File: config.mk
export PLATFORM = sky130hd
export DESIGN_NAME = mbn_queue
export DESIGN_NICKNAME = d
export VERILOG_FILES = /design/src/mbn_queue.sv
export SDC_FILE = /design/constraint.sdc
export NUM_CORES = 1
export LEC_CHECK = 0
export BUFFER_PORTS_ARGS = -buffer_cell sky130_fd_sc_hd__buf_2
export CAP_MARGIN = 20
export CORE_MARGIN = 2
export CORE_UTILIZATION = 30
export DETAILED_ROUTE_END_ITERATION = 10
export GPL_TIMING_DRIVEN = 0
export MAX_ROUTING_LAYER = met4
export PLACE_DENSITY = 0.62
export SYNTH_ARGS = -nofsm -noshare
export SYNTH_HDL_FRONTEND = slang
export SYNTH_SLANG_ARGS = --single-unit
File: constraint.sdc
create_clock -name i_clk -period 2.1 [get_ports i_clk]
set_input_delay 0.42 -clock i_clk [delete_from_list [all_inputs] [get_ports i_clk]]
set_output_delay 0.42 -clock i_clk [all_outputs]
set_load 0.02 [all_outputs]
File: src/mbn_queue.sv
// two-entry job queue between the front and the back
module mbn_queue #(
    parameter int WIDTH = 8
) (
    input  logic             i_clk,
    input  logic             i_rst_n,
    input  logic             i_push,
    input  logic [WIDTH-1:0] i_data,
    input  logic             i_pop,
    output logic             o_valid,
    output logic [WIDTH-1:0] o_data
);

    logic [WIDTH-1:0] r_data [2];
    logic             r_wr_ptr;
    logic             r_rd_ptr;
    logic [1:0]       r_count;
    logic             w_push;
    logic             w_pop;

    assign w_push  = i_push && (r_count != 2'd2);
    assign w_pop   = i_pop && (r_count != 2'd0);
    assign o_valid = (r_count != 2'd0);
    assign o_data  = r_data[r_rd_ptr];

    always_ff @(posedge i_clk) begin
        if (!i_rst_n) begin
            r_wr_ptr <= 1'b0;
            r_rd_ptr <= 1'b0;
            r_count  <= 2'd0;
        end else begin
            if (w_push) begin
                r_wr_ptr <= ~r_wr_ptr;
            end
            if (w_pop) begin
                r_rd_ptr <= ~r_rd_ptr;
            end
            r_count <= r_count + {1'b0, w_push} - {1'b0, w_pop};
        end
    end

    always_ff @(posedge i_clk) begin
        if (w_push) begin
            r_data[r_wr_ptr] <= i_data;
        end
    end

endmodule

== After elaboration in Yosys (flattened, before gate mapping) ==
Memory sizes are Yosys's and may differ from the RTL's. A register that Yosys moved wholly into a read port is not among the register bits.
Cells that the tools add are included.
Storage, ports and cells
  memories kept: 1
  bits in writable memories: 16
  logic and storage cells: 16
  register bits: 4
  input port bits: 12
  output and inout bits: 9
Operators by class
  reduce and logical (&&, ||, !) cells: 3
  bitwise operators: 2
  mux-type cells: 4
  equality and inequality tests: 1
  $add $sub $neg: 2
Memories
  r_data: words 2, bits a word 8, rd ports 1, clocked after memory_dff 1, wr ports 1, RTL line 14  | logic [WIDTH-1:0] r_data [2];
Operators with widths (number)
  1-bit two-way mux: 4
  2-bit by 1-bit adder with 2-bit output: 1
  1-bit logical AND: 2
  2-bit inequality test, second input constant: 1
  1-bit NOT: 2
  2-bit nonzero test: 1
  2-bit by 1-bit subtractor with 2-bit output: 1

== Longest topological paths before layout ==
Gate-level depths: netlist (run 1).
  depth after elaboration: 4
  gate-level depth with buffers: 8
  depth with buffers taken out: 8

== Worst setup path before layout (run 1) ==
OpenSTA, ideal clock, no wires.
  path kind: reg-to-reg
  start point: reg r_count[0]
  end point: reg r_count[1]
  stages on the path, launching flop included: 8
  clock period less this slack: 1.505 ns
  setup slack: 0.595 ns
  arrival time: 1.390 ns
  data required time: 1.985 ns
  cells stage by stage: dfxtp_1 > o21a_2 > ha_1 > inv_1 > ha_1 > xnor2_1 > xnor2_1 > and2_1
Between the ends
  elaborated cells on any way between the ends: 6
  classes of those cells: add/sub: 2; eq/ne: 1; reduce/logical: 3
RTL lines
  start: declaration: RTL line 17  | logic [1:0] r_count;
  start signal: assignment: RTL line 38  | r_count <= r_count + {1'b0, w_push} - {1'b0, w_pop};
  2-bit nonzero test: RTL line 22  | assign w_pop = i_pop && (r_count != 2'd0);
  1-bit logical AND: RTL line 22
  named net w_pop: RTL line 19  | logic w_pop;
  2-bit by 1-bit subtractor with 2-bit output: RTL line 38
The timed path passes the listed nets, and every way through them passes these cells.
A chain may end at the register's enable or synchronous reset.

==> metrics.md, run 1 <==
| Metric | Value |
|---|---|
| Relative slew slack | `52.61%` |
| Setup crit end kind | `output pin` |
| Power Density | `1150 nW/um2` |
| Worst-Margin Slew | `0.7083 ns` |
| Initial antenna violation count | `0` |
| Commonest cells after routing, fill and taps aside | `buf_2 (21), edfxtp_1 (16), mux2_2 (8)` |
| Reg power frac | `between 40% and 50%` |
| DRT iter0 DRCs | `3` |
| Clock Tree Buf Depth | `2` |
| Placer Congestion | `0.6367` |
| CP max-delay cell | `mux2_2` |
| Final nets | `89` |
| Area growth from synthesis to layout | `20.15%` |
| Switching share of power | `31.68%` |
| LEAKAGE | `0.3885 nW` |
| Syn_area_per_cell | `between 15 and 20 um2` |
| Multi-input gate area in the final layout | `222.7 um2` |
| Die area | `3166 um2` |
| Vias | `463` |
| Worst hold slack | `roughly 0.30 ns` |
| Layout fillers | `264` |
| Total congestion overflow | `0` |
| Setup TNS | `0 ns` |
| DR pass1 iterations | `2` |
| Crit path largest cell delay | `approximately 0.36 ns` |
| GRT Util Overall | `8.611%` |
| Antenna Cells | `0` |
| Period utilization | `about 84%` |
| Comb pwr share | `34.0%` |
| Vias per cell | `4.452` |
| Port Buffer Count | `20` |
| Post-cts hold buffer count | `0` |
| Setup Skew | `about 0.0076 ns` |
| Critical Path AT | `around 1.3 ns` |
| Detailed Place HPWL | `868 um` |
| Asr flop ratio synth | `0%` |
| Max Cap Viol | `0` |
| Instance count of the mapped netlist | `50` |
| FP Rows | `18` |
| WP data required | `roughly 1.7 ns` |
| Die Height | `56.27 um` |
| Fraction of layout instances using a drive strength above 1 | `48.65%` |
| Crit path time final | `1.761 ns` |
| Final ANT Viol Nets | `0` |
| Clk_lat worst skew | `0.30 ns` |
| Starting density of the core | `about a third` |
| Mapped cell area | `a little over 800 um2` |
| Final hold violations | `0` |
| CP Max Fanout | `8` |
| Switching pwr | `358.7 uW` |
| Number of gates resized after cts | `0` |
| Ys flop type | `edfxtp_1` |
| Post-synthesis cell type count | `15` |
| Clk sink count | `21` |
| Clk network pwr share | `between 10% and 20%` |
| I/O pins | `21` |
| Critical-path cell list | `buf_2, mux2_2, buf_2` |
| Number of global-route vias before repair | `448` |
| Commonest non-fill, non-tap cell in the layout | `buf_2` |
| H-tree levels | `1` |
| Total CTS buffers | `3` |
| Clock transition at path regs | `0.11 ns` |
| DR DRC count | `0` |
| Max frequency | `0.5678 GHz` |
| Mapped Nets | `64` |
| Sequential share of the synthesized area | `70.84%` |
| Max-slew violation count | `0` |
| Routed len/inst | `12.04 um` |
| Die W | `around 56 um` |
| Yosys reg bits | `21` |
| Final wirelength | `between 1000 and 1500 um` |
| Crit path buffers/inverters | `2` |
| RSZ-0062 raised after global routing | `no` |
| Final setup viols | `0` |
| Root Driver | `clkbuf_4` |
| Post-synth EDFFs | `16` |
| TritonCTS clock tree | `built` |
| Largest net degree at the start of global routing | `13` |
| Family with the most delay on the worst path | `buffers and inverters` |
| Hold Crit Class | `in2reg` |
| Worst setup path class | `reg2out` |
| Critical Path Start Type | `flip-flop` |
| Most frequent CP cell | `buf_2` |
| Max rail drop VDD | `about 0.56 mV` |
| Global-route wire length before repair | `1973 um` |
| Yosys warns | `0` |
| Storage cell area | `580.6 um2` |
| Int Power | `773.5 uW` |
| # Post-CTS Setup Buffers | `0` |
| Status | `complete, no violations` |
| Placeable core area | `between 2000 and 3000 um2` |
stage by stage:
| stage | instances | area (um2) | utilization, % | total power, mW | worst slack (ns) |
|---|---|---|---|---|---|
| 6_report | 104 | 984.7 | 39.04 | 1.132 | 0.3388 |
| 5_1_grt | 104 | 984.7 | 39.04 | 1.212 | 0.2566 |
| 4_1_cts | 104 | 984.7 | 39.04 | 1.155 | 0.3144 |
| 3_5_place_dp | 100 | 957.2 | 37.95 | 0.9650 | 0.4508 |
| 3_3_place_gp | 100 | 957.2 | 37.95 | 0.9537 | 0.4774 |
| 2_1_floorplan | 50 | 819.5 | - | 0.8587 | 0.5946 |
cells by family after synthesis:
family	Yosys count	share of synthesized area, %
compound gates	2	3.054
xor+xnor	3	3.207
flops	21	70.84
fa+ha+maj	2	3.053
mux	9	12.21
buf+inv	4	1.984
simple gates	9	5.650
cells in the mapped netlist (all sizes together), types with 2 or more instances:
cell type / instances / area [um2]
and2: 2 / 12.51
dfxtp: 5 / 100.1
edfxtp: 16 / 480.5
ha: 2 / 25.02
inv: 3 / 11.26
mux2: 8 / 90.09
nand2: 2 / 7.510
nor2: 2 / 7.510
nor2b: 2 / 12.51
xnor2: 3 / 26.28
power groups by stage:
stage	logic [mW]	registers, mW	clock network, mW
floorplan	0.294	0.565	0
CTS	0.395	0.566	0.193
detailed placement	0.391	0.574	0
global route	0.427	0.573	0.212
global placement	0.383	0.570	0
finish	0.384	0.565	0.182
flip-flops by register name, summed over array words and instances, names as in the netlist, named ones only:
signal and count:
r_rd_ptr 1, r_wr_ptr 1, r_count 2, r_data 16
worst paths after layout:
path                            cells after the start       start  slack (ns)      endpoint
worst min-delay path                                1   i_data[2]        0.30  r_data[0][2]
worst max-delay path                                3   flip-flop        0.34     o_data[2]
worst min register to register                      2    r_wr_ptr        0.48      r_wr_ptr
worst max register to register                      8  r_count[1]        0.49    r_count[1]
metal layers:
layer / wire length (um) / global-route usage, % / part of all wire, %
met1: 502 / 8.455 / 40
met2: 630 / 14.79 / 50
met3: 119 / 5.530 / 9.5
met4: 0 / 1.020 / 0
met5: 0 / - / 0
final cells by class:
type	instances	share of cell area, %
multi-input combinational	25	22.62
sequential	21	58.96
timing repair buffer	20	10.17
clock buffer	3	2.287
buffer	1	0.5083
clock inverter	1	0.5083
inverter	3	1.144
tap	30	3.812
worst register-to-register path, stage by stage, from the launching register on:
cell and delay, ns:
dfxtp_1 0.41, inv_1 0.10, o21ai_4 0.20, ha_1 0.26
inv_1 0.06, ha_1 0.14, xnor2_1 0.13, xnor2_1 0.08
and2_1 0.14
(Power assumes the default switching activity.)
==> run 2: changes to the inputs <==
--- a/config.mk
+++ b/config.mk
@@ -12,7 +12,7 @@
 export DETAILED_ROUTE_END_ITERATION = 10
 export GPL_TIMING_DRIVEN = 0
 export MAX_ROUTING_LAYER = met4
-export PLACE_DENSITY = 0.62
+export PLACE_DENSITY = 0.64
 export SYNTH_ARGS = -nofsm -noshare
 export SYNTH_HDL_FRONTEND = slang
 export SYNTH_SLANG_ARGS = --single-unit
==> constraint.sdc (replaced) <==
create_clock -name i_clk -period 1.6 [get_ports i_clk]
set_input_delay 0.32 -clock i_clk [delete_from_list [all_inputs] [get_ports i_clk]]
set_output_delay 0.32 -clock i_clk [all_outputs]
set_load 0.02 [all_outputs]
==> run 2 against run 1 <==
Compared with the run above: combinational power is 60% higher; worst hold slack worse by 0.091 ns; via count fell by 1.7%; sequential share of layout area shrank 3.3 points; setup slack lost 0.31 ns; global-route usage shrank 0.28 points; register-to-register slack worse by 0.45 ns; clock skew shrank 0.0016 ns; sequential cell count stayed put; cell area is 7.0% higher; critical path depth stayed put; wire length is 1.9% lower; largest cell class unchanged; highest routed layer unchanged.
==> metrics.md, run 2 (synthesized netlist as in run 1, its figures left out) <==
| Metric | Value |
|---|---|
| Status | `complete, no violations (unchanged)` |
| Number of global-route vias before repair | `462 (was 448)` |
| Initial antenna violation count | `0 (unchanged)` |
| Total congestion overflow | `0 (unchanged)` |
| Regs by FF count | `r_data x16, r_count x2 (unchanged)` |
| Final hold violations | `0 (unchanged)` |
| Period utilization | `a little over nine tenths` |
| Critical Path Start Type | `flip-flop (unchanged)` |
| Global-route wire length before repair | `1952 um (was 1973 um)` |
| Post-Layout Cell Count | `105 (was 104)` |
| Clk_lat worst skew | `0.29 ns (was 0.30 ns)` |
| Hold Crit Start | `i_data[7] (was i_data[2])` |
| Port Buffer Count | `20 (unchanged)` |
| Antenna Cells | `0 (unchanged)` |
| Int Power | `1.116 mW (was 773.5 uW)` |
| Die W | `56.27 um (unchanged)` |
| Die Height | `56.27 um (unchanged)` |
| Largest net degree at the start of global routing | `13 (unchanged)` |
| Busiest grt layer | `met2 (unchanged)` |
| M2 GR Usage | `12.44% (was 14.79%)` |
| Crit path largest cell delay | `0.35 ns (was 0.36 ns)` |
| Crit path time final | `~1.6 ns` |
| Critical Path AT | `1.25 ns (was 1.34 ns)` |
| Final nets | `90 (was 89)` |
| Fraction of layout instances using a drive strength above 1 | `56.00% (was 48.65%)` |
| Worst slack, placed | `0.02500 ns (was 0.4508 ns)` |
| Final worst slack | `0.02649 ns (was 0.3388 ns)` |
| FP Rows | `18 (unchanged)` |
| Clk sink count | `21 (unchanged)` |
| Placeable core area | `2522 um2 (unchanged)` |
| DRT iter0 DRCs | `3 (unchanged)` |
| Comb pwr share | `38.3% (was 34.0%)` |
| DR pass1 iterations | `4 (was 2)` |
| Switching pwr | `489.8 uW (was 358.7 uW)` |
| Setup crit end kind | `output pin (unchanged)` |
| Detailed Place HPWL | `861.9 um (was 868 um)` |
| Power Density | `1525 nW/um2 (was 1150 nW/um2)` |
| Root Driver | `clkbuf_4 (unchanged)` |
| Clk network pwr share | `14.7% (was 16.1%)` |
| CP max-delay cell | `dfxtp_2 (was mux2_2)` |
| Total CTS buffers | `3 (unchanged)` |
| Reg-to-reg startpoint | `r_count[1] (unchanged)` |
| DR DRC count | `0 (unchanged)` |
| Commonest cells after routing, fill and taps aside | `edfxtp_1 (16), buf_2 (15), mux2_2 (7) (was buf_2 (21), edfxtp_1 (16), mux2_2 (8))` |
| Clock Tree Buf Depth | `2 (unchanged)` |
| Placer Congestion | `0.6531 (was 0.6367)` |
| Final wirelength | `1228 um (was 1252 um)` |
| Hold Crit Class | `in2reg (unchanged)` |
| M3 GR Usage | `3.456% (was 5.530%)` |
| Post-cts hold buffer count | `0 (unchanged)` |
| Setup Skew | `0.006006 ns (was 0.007623 ns)` |
| Commonest non-fill, non-tap cell in the layout | `edfxtp_1 (was buf_2)` |
| Setup TNS | `0 ns (unchanged)` |
| GRT Util Overall | `8.329% (was 8.611%)` |
| Max reg flops | `16 (unchanged)` |
| Vias per cell | `4.333 (was 4.452)` |
| Routed len/inst | `11.70 um (was 12.04 um)` |
| LEAKAGE | `0.4119 nW (was 0.3885 nW)` |
| TritonCTS clock tree | `built (unchanged)` |
| Worst-Margin Slew | `0.7092 ns (was 0.7083 ns)` |
| Switching share of power | `30.50% (was 31.68%)` |
| Reg power frac | `46.9% (was 49.9%)` |
| I/O pins | `21 (unchanged)` |
| CP Max Fanout | `8 (unchanged)` |
| Max rail drop VDD | `0.9161 mV (was 0.5627 mV)` |
| Max-slew violation count | `0 (unchanged)` |
| Area growth from synthesis to layout | `28.55% (was 20.15%)` |
| Layout fillers | `255 (was 264)` |
| Worst setup path class | `reg2out (unchanged)` |
| H-tree levels | `1 (unchanged)` |
| Placed cells | `100 (unchanged)` |
| Vias | `455 (was 463)` |
| Critical-path cell list | `buf_8, mux2_2, buf_2 (was buf_2, mux2_2, buf_2)` |
| Die area | `3166 um2 (unchanged)` |
| Final ANT Viol Nets | `0 (unchanged)` |
| WP data required | `1.28 ns (was 1.68 ns)` |
| Top reg by flops | `r_data (unchanged)` |
| Starting density of the core | `32.49% (unchanged)` |
| Max frequency | `0.6355 GHz` |
| RSZ-0062 raised after global routing | `yes (was no)` |
| Clock transition at path regs | `0.11 ns (about the same)` |
| Relative slew slack | `52.55% (was 52.61%)` |
| Final setup viols | `0 (unchanged)` |
| Max Cap Viol | `0 (unchanged)` |
| Fin util | `41.77% (was 39.04%)` |
| Met1 Use GR | `10.12% (was 8.455%)` |
-- run 2: cell count changes in the layout (fill, tap and decap cells not counted), moves of 2 or more --
cell | before | now
dfxtp_2 | 0 | 2
buf_2 | 21 | 15
dfxtp_1 | 5 | 2
buf_6 | 0 | 5
-- run 2: metrics by stage --
stage / hold WS, ns / cell area (um2) / power (mW)
after floorplan: 0.4189 / 819.5 / 1.127
after global placement: 0.4571 / 957.2 / 1.250
after detailed placement: 0.4711 / 957.2 / 1.262
after CTS: 0.2019 / 991.0 / 1.514
after global routing: 0.1891 / 1054 / 1.708
final: 0.2132 / 1054 / 1.606
-- run 2: area by class of cell --
| type | instances | area [um2] | area share [%] |
|---|---|---|---|
| multi-input cells | 25 | 236.5 | 22.45 |
| plain buffers | 1 | 15.01 | 1.425 |
| clock buffers | 3 | 22.52 | 2.138 |
| flip-flops and latches | 21 | 586.8 | 55.70 |
| repair buffers | 21 | 138.9 | 13.18 |
| inverters | 3 | 11.26 | 1.069 |
| well taps | 30 | 37.54 | 3.563 |
| clock inverters | 1 | 5.005 | 0.4751 |
-- run 2: routing by layer --
layer / up-vias / part of all wire, %
met3: 0 / 7.5
li1: 227 / -
met4: 0 / 0
met1: 207 / 43
met5: - / 0
met2: 21 / 50
-- run 2: worst paths after layout --
path,end,slack (ns),cells after the start
setup reg to reg,r_count[1],0.04,7
hold reg to reg,r_wr_ptr,0.49,2
hold / removal,r_data[1][7],0.21,1
setup / recovery,o_data[0],0.03,3
-- run 2: critical path: cells and delay by family (launching register included) --
kind,cells,cell delay [ns]
multiplexers,1,0.33
flip-flops,1,0.35
buffers and inverters,2,0.29
-- run 2: power by group through the flow --
stage | Combinational (mW) | Clock, mW | Sequential (mW)
floorplan | 0.385 | 0 | 0.742
global placement | 0.502 | 0 | 0.748
detailed placement | 0.510 | 0 | 0.752
CTS | 0.523 | 0.249 | 0.742
global route | 0.668 | 0.274 | 0.766
finish | 0.616 | 0.237 | 0.754
-- run 2: what timing repair did --
item	CTS	global route
gates cloned	0	0
resized for setup	2	18
setup buffers	0	1
endpoints found under the setup margin	8	9
