$ cat src/mbn_pkg.sv
// shared types and constants for the mesh bounding-box normalizer
package mbn_pkg;

    localparam int COORD_W = 32;
    localparam int CFG_W   = 31;
    localparam int C2_W    = 33;   // doubled centre, min + max
    localparam int D2_W    = 34;   // 2*v - c2
    localparam int SIZE_W  = 32;   // box extent
    localparam int F_W     = 63;   // unsigned Q.32 scale factor
    localparam int Q_W     = 41;   // scaled offset, capped at 2^40
    localparam int S2_W    = 43;   // doubled result before rounding

    localparam logic [CFG_W-1:0]  TARGET_SIZE_RESET = 31'd8978;
    localparam logic [SIZE_W-1:0] SIZE_FLOOR        = 32'd6;
    localparam logic [Q_W-1:0]    Q_CAP             = 41'h100_0000_0000;

    typedef logic signed [COORD_W-1:0] t_coord;

    typedef struct packed {
        t_coord x;
        t_coord y;
        t_coord z;
    } t_vec;

    typedef struct packed {
        t_vec lo;
        t_vec hi;
    } t_box;

    localparam t_vec VEC_LO_INIT = '{x: 32'sh7FFF_FFFF, y: 32'sh7FFF_FFFF, z: 32'sh7FFF_FFFF};
    localparam t_vec VEC_HI_INIT = '{x: 32'sh8000_0000, y: 32'sh8000_0000, z: 32'sh8000_0000};

endpackage

$ cat src/mbn_front.sv
// front end: takes vertices, writes the store, tracks the box, posts a job per mesh
module mbn_front #(
    parameter int MAX_VERTICES = 64,
    parameter int CW           = 7,
    parameter int AW           = 6
) (
    input  logic              i_clk,
    input  logic              i_rst_n,
    input  logic              i_valid,
    output logic              o_stall,
    input  mbn_pkg::t_vec     i_vtx,
    input  logic              i_is_final,
    input  logic              i_q_busy,
    input  logic              i_rd_busy,
    input  logic [CW-1:0]     i_rd_ptr,
    output logic              o_wr_en,
    output logic [AW-1:0]     o_wr_addr,
    output mbn_pkg::t_vec     o_wr_data,
    output logic              o_push,
    output mbn_pkg::t_box     o_push_box,
    output logic [CW-1:0]     o_push_n
);

    logic [CW-1:0]  r_total;
    mbn_pkg::t_vec  r_lo;
    mbn_pkg::t_vec  r_hi;
    logic [CW-1:0]  n_total;
    mbn_pkg::t_vec  n_lo;
    mbn_pkg::t_vec  n_hi;
    logic           w_room;
    logic           w_conflict;
    logic           w_accept;
    logic           w_store;

    assign w_room = (r_total < CW'(MAX_VERTICES));
    // the back still has to read this entry of the previous mesh
    assign w_conflict = i_rd_busy && w_room && (r_total >= i_rd_ptr);
    assign o_stall    = i_q_busy || w_conflict;
    assign w_accept   = i_valid && !o_stall;
    assign w_store    = w_accept && w_room;

    always_comb begin
        n_lo    = r_lo;
        n_hi    = r_hi;
        n_total = r_total;
        if (w_store) begin
            n_total = r_total + 1'b1;
            if ($signed(i_vtx.x) < $signed(r_lo.x)) n_lo.x = i_vtx.x;
            if ($signed(i_vtx.y) < $signed(r_lo.y)) n_lo.y = i_vtx.y;
            if ($signed(i_vtx.z) < $signed(r_lo.z)) n_lo.z = i_vtx.z;
            if ($signed(i_vtx.x) > $signed(r_hi.x)) n_hi.x = i_vtx.x;
            if ($signed(i_vtx.y) > $signed(r_hi.y)) n_hi.y = i_vtx.y;
            if ($signed(i_vtx.z) > $signed(r_hi.z)) n_hi.z = i_vtx.z;
        end
    end

    assign o_wr_en       = w_store;
    assign o_wr_addr     = r_total[AW-1:0];
    assign o_wr_data     = i_vtx;
    assign o_push        = w_accept && i_is_final;
    assign o_push_box.lo = n_lo;
    assign o_push_box.hi = n_hi;
    assign o_push_n      = n_total;

    always_ff @(posedge i_clk) begin
        if (!i_rst_n || o_push) begin
            r_total <= '0;
            r_lo    <= mbn_pkg::VEC_LO_INIT;
            r_hi    <= mbn_pkg::VEC_HI_INIT;
        end else begin
            r_total <= n_total;
            r_lo    <= n_lo;
            r_hi    <= n_hi;
        end
    end

endmodule

$ cat config.mk
export PLATFORM = sky130hd
export DESIGN_NAME = mbn_front
export DESIGN_NICKNAME = d
export VERILOG_FILES = /design/src/mbn_pkg.sv /design/src/mbn_front.sv
export SDC_FILE = /design/constraint.sdc
export NUM_CORES = 1
export LEC_CHECK = 0
export ABC_AREA = 1
export BUFFER_PORTS_ARGS = -buffer_cell sky130_fd_sc_hd__buf_2
export CORE_MARGIN = 2
export CORE_UTILIZATION = 40
export DETAILED_ROUTE_END_ITERATION = 12
export REMOVE_ABC_BUFFERS = 1
export SLEW_MARGIN = 0
export SYNTH_ARGS = -nofsm -noshare
export SYNTH_HDL_FRONTEND = slang
export SYNTH_SLANG_ARGS = --single-unit
$ cat constraint.sdc
create_clock -name i_clk -period 4.3 [get_ports i_clk]
set_input_delay 0.86 -clock i_clk [delete_from_list [all_inputs] [get_ports i_clk]]
set_output_delay 0.86 -clock i_clk [all_outputs]
set_load 0.01 [all_outputs]
# Word level (Yosys, flattened, before mapping)
# Cells that the tools add are included.
word_totals:
  word_cells: 34
  input_bits: 109
  reg_bits: 199
op_classes:
  reduce_logical: 9
  n_lt_le_gt_ge: 8
  muxes: 9
  add_sub_neg: 1
ops:
  columns: ["op", "n"]
  rows:
  - ["$mux W32", 6]
  - ["$mux W96", 2]
  - ["$gt A32 B32 Y1", 3]
  - ["$lt A32 B32 Y1", 3]
  - ["$add A7 B1 Y7 const B", 1]
  - ["$ge A7 B7 Y1", 1]
  - ["$lt A7 B7 Y1 const B", 1]
  - ["$mux W7", 1]
  - ["$logic_and A1 B1 Y1", 5]
  - ["$logic_not A1 Y1", 2]
  - ["$logic_or A1 B1 Y1", 2]

# Depth between registers and ports, before layout
# Gate-level depths: netlist of the first run.
depth:
  word_depth: 8
  mapped_depth: 20
  ltp_nobuf: 19

# Least setup slack after synthesis of the first run
# Ideal clock, no wire load.
synth_timing:
  path_type: "input port to output port"
  start: "input port i_rd_ptr[6]"
  end: "output port o_push_box[172] in the netlist's numbering"
  arrival_time_ps: 2538
  slack_ps: 902
  required_ps: 3440
  stages: 12
  path_cell_list: "inv_1 ha_1 a21oi_1 o21a_1 nand3_1 a21oi_2 nand2_2 nor2_8 buf_2 buf_2 nand3_1 nand2_1"
synth_rtl:
  columns: ["element", "line_no", "rtl"]
  rows:
  - ["start, declared", "mbn_front.sv:15", "input logic [CW-1:0] i_rd_ptr,"]
  - ["end, declared", "mbn_front.sv:20", "output mbn_pkg::t_box o_push_box,"]

# Final worst setup path of the first run
layout_timing:
  start: "input port i_rd_ptr[6]"
  end: "output port o_push_n[4]"
layout_between:
  elab_chain_len: 7
layout_lines:
  columns: ["element", "line_no", "rtl"]
  rows:
  - ["$ge A7 B7 Y1", "mbn_front.sv:37", "assign w_conflict = i_rd_busy && w_room && (r_total >= i_rd_ptr);"]
  - ["$logic_and A1 B1 Y1", "mbn_front.sv:37", null]
  - ["$logic_or A1 B1 Y1", "mbn_front.sv:38", "assign o_stall = i_q_busy || w_conflict;"]
  - ["$logic_not A1 Y1", "mbn_front.sv:39", "assign w_accept = i_valid && !o_stall;"]
  - ["$logic_and A1 B1 Y1", "mbn_front.sv:39", null]
  - ["$logic_and A1 B1 Y1", "mbn_front.sv:40", "assign w_store = w_accept && w_room;"]
  - ["$mux W7", "mbn_front.sv:46", "if (w_store) begin"]
  - ["end, declared", "mbn_front.sv:21", "output logic [CW-1:0] o_push_n"]
# No other way between the ends.

==> impl_metrics.csv, run 1 <==
group,metric,value,unit
clock_tree,cts.reportedPaths.clkPinSlew,70,ps
min_path,worst_hold_path.num_cells,2,
setup_path,timing.critical_path.depth,14,
logic_synthesis,syn_inst,2262,
logic_synthesis,synth-xor-area-share,0.176,%
clock_tree,numClockSinks,199,
routing,wl,44400,um
setup_path,critPathCaptureType,"primary output",
timing,report.final.hold_viol_count,0,
logic_synthesis,post_synth_mux_area_share,0,%
floorplanning,fp.dieH,197,um
finish,n_antenna_cell,0,
setup_path,chain_of_cells_forming_the_critical_path,"buf_2, inv_1, ha_1, a21oi_1, o21a_1, nand3_1, a21oi_2, nand2_2, nor2_8, buf_4, nand2_1, or2_1, nand2_1, buf_2",
setup_path,critical_path_arrival,3160,ps
pwr,power.density_cell_area,330,nW/um2
global_route,largest_net_degree_at_the_start_of_global_routing,103,
routing,drcViolationCount,0,
floorplanning,start_util,40.7,%
logic_synthesis,ys_dominant_reg_cell,"dfxtp_1",
logic_synthesis,synth_top_cell_by_area,"dfxtp_1",
setup_path,r2r_slack,1640,ps
finish,areaGrowthSynthToFinish,16.0,%
clock_tree,cts.repair.resized,0,
logic_synthesis,synth_simple_gate_area_share,32.4,%
logic_synthesis,synth.avg_cell_area,6.60,um2
floorplanning,floorplan.die.width,197,um
placement,routability_congestion_estimate,0.830,
timing,timing_limited_maximum_frequency,249,MHz
logic_synthesis,netlist_top_cells_area,"dfxtp_1 27%, ha_1 16%, nand2_1 14%",
clock_tree,htreeDepth,4,
setup_path,setup.worst_path.start,"i_rd_ptr[6]",
timing,setup-violations-final,0,
placement,placement.setup.worst_slack,269,ps
floorplanning,coreArea,36700,um2
placement,numPortBuffers,412,
clock_tree,tritoncts.num_buffers,17,
logic_synthesis,post_synth_edffs,0,
setup_path,required,3440,ps
global_route,first_global_vias,13458,
finish,layout.cells.most_common_list,"556 x nand2_1, 442 x inv_1, 412 x buf_2",
setup_path,r2r.worst_path.cells,11,
pwr,p_leak,0.0108,uW
finish,layoutNonFillerInstCount,3017,
setup_path,cp_num_buf_inv,4,
logic_synthesis,ys_seq_elements,199,
pwr,power.ir.vdd_worst,0.263,mV
routing,first_iter_violations,640,
timing,finalMaxSlewViolations,0,
timing,finClkSkew,11.6,ps
floorplanning,pin_count,413,
routing,drtAntennaViolNets,0,
global_route,antenna_violations_before_repair,0,
clock_tree,post_cts.repair.setup_buffers,0,
run,max_cap_viol_count,0,
logic_synthesis,synth-compound-area-share,4.87,%
routing,avgRoutedWirePerCell,14.7,um
routing,via_per_inst,4.88,
timing,relative_slew_slack,57.6,%
clock_tree,cts_tree,"built",
timing,fin_ws,277,ps
setup_path,timing.critical_path.slowest_stage_cell,"buf_4",
routing,drtPass1Iterations,7,
timing,setup_repair_after_global_routing_missed_its_margin,"false",
setup_path,crit_path_max_incr_delay,450,ps
finish,postLayoutCellArea,17300,um2
status,run_status,"finished, final reports clean",
clock_tree,cts.root.buffer_cell,"clkbuf_16",
placement,dpl_cell_area,16700,um2
timing,tightest_slew,636,ps
global_route,global_route.overflow_total,0,
routing,num_vias,14713,
setup_path,critPathLaunchType,"input pin",
clock_tree,ctsHoldBuffers,0,
setup_path,worstPathMaxFanout,45,
logic_synthesis,synthesis.area,14900,um2
clock_tree,cts_buffer_depth,2,
setup_path,worst_r2r_startpoint,"r_total[6]",
logic_synthesis,synth_top_area_share,26.7,%
logic_synthesis,yosys.area_share.adder,16.5,%
logic_synthesis,ys_async_sr_fraction,0,%
floorplanning,placementRows,70,
timing,totalNegativeSetupSlack,0,ps
finish,mostFrequentLayoutCell,"nand2_1",
finish,drive_above_1_share,20.6,%
logic_synthesis,seq_area_frac_synth,26.7,%
setup_path,worst_path_dominant_cell_family,"simple AND/OR/NAND/NOR gates",
setup_path,timing.setup.critical_path_class,"input pin to primary output",
timing,layout_worst_path_cycle_share,93.6,%
global_route,global_route.usage.total,22.5,%
clock_tree,clk-insertion-delay-late,450,ps
min_path,worst_hold_path_type,"flop to flop",
timing,final_critical_delay_including_setup_and_external_delays,4020,ps
logic_synthesis,synth_warn,0,
floorplanning,die-area,38900,um2
finish,fin_util,47.2,%
finish,layout.nets,2844,
global_route,first_pass_grt_wire_length,69900,um
placement,hpwlAfterDp,33700,um
placement,placed_cells_incl_taps,2987,
min_path,hold_start,"r_lo[34]",
logic_synthesis,combinational_family_with_the_most_area_after_synthesis,"simple AND/OR/NAND/NOR gates",
logic_synthesis,count_of_distinct_cell_types_in_the_synthesized_netlist,36,
sequential cells by signal, summed over array words and instances (netlist names):
register  count
r_hi         96
r_lo         96
r_total       7
through the flow:
step	total power (uW)	hold WS, ps
after detailed placement	4040	463
after global placement	4000	460
after CTS	5780	481
after floorplan	3180	447
after global routing	6100	498
final	5710	477
Yosys cell counts (4+ instances only):
cell,instances
nand2_1,557
inv_1,442
dfxtp_1,199
ha_1,197
nand3_1,177
nor2_1,150
nand4_1,141
buf_4,104
a21oi_1,96
buf_2,41
clkbuf_1,40
nand2_2,35
o21ai_0,26
nor3_1,11
o21a_1,8
buf_1,4
nand3b_1,4
area by class of cell:
type	instances	area (um2)
Clock buffer	20	467
Clock inverter	10	144
Fill cell	3806	19400
Inverter	443	1660
Multi-Input combinational cell	1426	8070
Sequential cell	199	3980
Tap cell	468	586
Timing Repair Buffer	451	2420
kinds of logic after synthesis:
group,count (synthesis)
XOR/XNOR,3
buffers and inverters,637
AND/OR/NAND/NOR,1088
adder cells (fa/ha/maj),197
AO/OA/AOI/OAI,138
flip-flops,199
worst register-to-register path, cell delays in order, from the launching register on:
cell and delay [ps]:
dfxtp_1 490, ha_1 320, a21oi_1 160, o21a_1 140, nand3_1 80, a21oi_2 170
nand2_2 120, nor2_8 120, buf_4 450, nand2_1 180, or2_1 260, a21oi_1 120
report_power, final:
group | switching (uW) | total, uW | internal [uW] | leakage (uW)
Sequential | 49.3 | 2020 | 1980 | 0.00163
Combinational | 1280 | 1970 | 687 | 0.00890
Clock | 763 | 1720 | 960 | 0.000291
Total | 2090 | 5710 | 3620 | 0.0108
path summary, 6_finish.rpt:
check / to
worst max-delay path: o_push_n[4]
worst min-delay path: r_lo[34]
worst max register to register: r_total[4]
worst min register to register: r_lo[34]
layer usage:
metal,track usage [%],wire length (um),vias to the layer above,share of wire (%)
met1,29.1,20200,6689,46
met3,4.40,2630,31,5.9
li1,-,-,7601,-
met4,6.63,938,0,2.1
met2,37.7,20700,392,46
met5,0,0,-,0
Note: power is estimated with default switching activity, not from simulation.
==> run 2: changes to the inputs <==
--- a/config.mk
+++ b/config.mk
@@ -8,9 +8,8 @@
 export ABC_AREA = 1
 export BUFFER_PORTS_ARGS = -buffer_cell sky130_fd_sc_hd__buf_2
 export CORE_MARGIN = 2
-export CORE_UTILIZATION = 40
+export CORE_UTILIZATION = 35
 export DETAILED_ROUTE_END_ITERATION = 12
-export REMOVE_ABC_BUFFERS = 1
 export SLEW_MARGIN = 0
 export SYNTH_ARGS = -nofsm -noshare
 export SYNTH_HDL_FRONTEND = slang
==> impl_metrics.csv, run 2 (same netlist as run 1, synthesis figures left out) <==
group,metric,value,unit
timing,setup-violations-final,0,
finish,biggestRegsByFlops,"r_hi x96, r_lo x96, r_total x7",
finish,layout.cells.most_common_list,"556 x nand2_1, 442 x inv_1, 412 x buf_2",
floorplanning,floorplan.die.width,211,um
global_route,first_global_vias,14393,
routing,via_per_inst,4.86,
floorplanning,pin_count,413,
setup_path,timing.setup.critical_path_class,"input pin to primary output",
pwr,p_leak,0.0109,uW
setup_path,worst_path_dominant_cell_family,"buffers and inverters",
global_route,global_route.usage.total,21.6,%
routing,drtPass1Iterations,5,
setup_path,crit_path_max_incr_delay,350,ps
status,run_status,"finished, final reports clean",
global_route,antenna_violations_before_repair,8,
setup_path,critPathLaunchType,"input pin",
timing,final_critical_delay_including_setup_and_external_delays,4050,ps
timing,layout_worst_path_cycle_share,94.2,%
floorplanning,fp.dieH,211,um
routing,num_vias,15051,
setup_path,cp_num_buf_inv,6,
setup_path,chain_of_cells_forming_the_critical_path,"buf_2, inv_1, ha_1, a21oi_1, o21a_1, nand3_1, a21oi_2, nand2_2, nor2_8, buf_4, buf_4, nand4_1, nand2_1, inv_1, buf_2",
timing,setup_repair_after_global_routing_missed_its_margin,"false",
pwr,power.ir.vdd_worst,0.270,mV
pwr,power.combinational.fraction,33.7,%
placement,numPortBuffers,412,
timing,relative_slew_slack,60.0,%
clock_tree,cts.reportedPaths.clkPinSlew,70,ps
setup_path,critPathCaptureType,"primary output",
finish,areaGrowthSynthToFinish,17.3,%
clock_tree,cts_buffer_depth,2,
pwr,seq_power_share,34.3,%
routing,wl,48100,um
clock_tree,clk-insertion-delay-late,500,ps
min_path,worst_hold_path_type,"flop to flop",
pwr,clock_power_share,31.9,%
pwr,power.switching_fraction,36.6,%
timing,tightest_slew,599,ps
routing,drcViolationCount,0,
timing,finClkSkew,14.7,ps
clock_tree,numClockSinks,199,
routing,drtAntennaViolNets,0,
placement,hpwlAfterDp,36500,um
run,max_cap_viol_count,0,
routing,first_iter_violations,838,
logic_synthesis,syn_nets,2568,
pwr,power,5900,uW
clock_tree,cts_tree,"built",
finish,drive_above_1_share,20.6,%
timing,timing_limited_maximum_frequency,247,MHz
routing,avgRoutedWirePerCell,15.5,um
clock_tree,cts.root.buffer_cell,"clkbuf_16",
setup_path,timing.critical_path.slowest_stage_cell,"buf_4",
setup_path,critical_path_arrival,3190,ps
global_route,largest_net_degree_at_the_start_of_global_routing,103,
global_route,first_pass_grt_wire_length,75600,um
pwr,power_switching,2160,uW
global_route,global_route.overflow_total,0,
timing,report.final.hold_viol_count,0,
clock_tree,htreeDepth,4,
timing,totalNegativeSetupSlack,0,ps
setup_path,required,3440,ps
pwr,power.density_cell_area,337,nW/um2
clock_tree,tritoncts.num_buffers,17,
setup_path,worstPathMaxFanout,33,
placement,routability_congestion_estimate,0.852,
floorplanning,start_util,35.5,%
timing,finalMaxSlewViolations,0,
floorplanning,coreArea,42000,um2
floorplanning,placementRows,75,
floorplanning,die-area,44400,um2
finish,mostFrequentLayoutCell,"nand2_1",
finish,layout.nets,2847,
pwr,internal_power,3740,uW
==> run 2: changes by cell type in the layout (fill, tap and decap cells not counted), moves of 2 or more <==
cell / before / now
diode_2: 0 / 5
clkbuf_1: 0 / 3
buf_12: 5 / 7
bufinv_16: 3 / 5
==> run 2: final cells by class <==
cell class | count | area [um2]
inverters | 443 | 1660
diodes | 5 | 12.5
fillers | 4487 | 24500
well taps | 539 | 674
flip-flops and latches | 199 | 3990
multi-input cells | 1426 | 8070
clock inverters | 10 | 191
clock buffers | 22 | 464
repair buffers | 454 | 2460
==> run 2: per-layer routing <==
metal  vias to the layer above  share of wire [%]  track usage [%]
li1                       7615                  -                -
met3                        72                5.4             4.29
met2                       439                 48             36.3
met4                         4                2.8             8.60
met1                      6921                 44             27.0
met5                         -              0.044                0
==> run 2: worst paths after layout <==
path	start	endpoint	slack (ps)	depth (start not counted)
setup / recovery	i_rd_ptr[6]	o_push_box[40]	250	15
hold / removal	r_lo[6]	r_lo[6]	480	2
setup reg to reg	r_total[4]	r_lo[12]	1640	12
hold reg to reg	r_lo[6]	r_lo[6]	480	2
==> run 2: repair_timing <==
item	4_1_cts	5_1_grt
setup buffers	0	3
resized for setup	0	1
setup endpoints to repair	0	14
hold buffers	0	0
hold endpoints to repair	0	0
==> run 2: worst register-to-register path: stages (launching register included) <==
cell and delay (ps):
dfxtp_1 470, ha_1 310, a21oi_1 150, o21a_1 120
nand3_1 80, a21oi_2 170, nand2_2 110, inv_1 120
nand2_1 110, nand2_4 100, clkinv_2 290, buf_4 410
nand3_1 160
==> run 2: power groups by stage <==
stage	Clock [uW]	Combinational, uW	Sequential [uW]
CTS	1940	2010	2020
floorplan	0	1270	2050
finish	1880	1990	2020
global placement	0	1960	2060
global route	1990	2250	2040
detailed placement	0	1990	2070
==> run 2: stage by stage <==
| step | util, % | std cells | hold WS [ps] | setup WS, ps | cell area, um2 |
|---|---|---|---|---|---|
| 6_report | 41.7 | 3098 | 477 | 250 | 17500 |
| 4_1_cts | 41.6 | 3090 | 482 | 137 | 17500 |
| 3_5_place_dp | 40.0 | 3058 | 461 | 170 | 16800 |
| 2_1_floorplan | - | 2262 | 447 | 902 | 14900 |
| 3_3_place_gp | 40.0 | 3058 | 458 | 237 | 16800 |
| 5_1_grt | 41.7 | 3097 | 504 | 18.1 | 17500 |
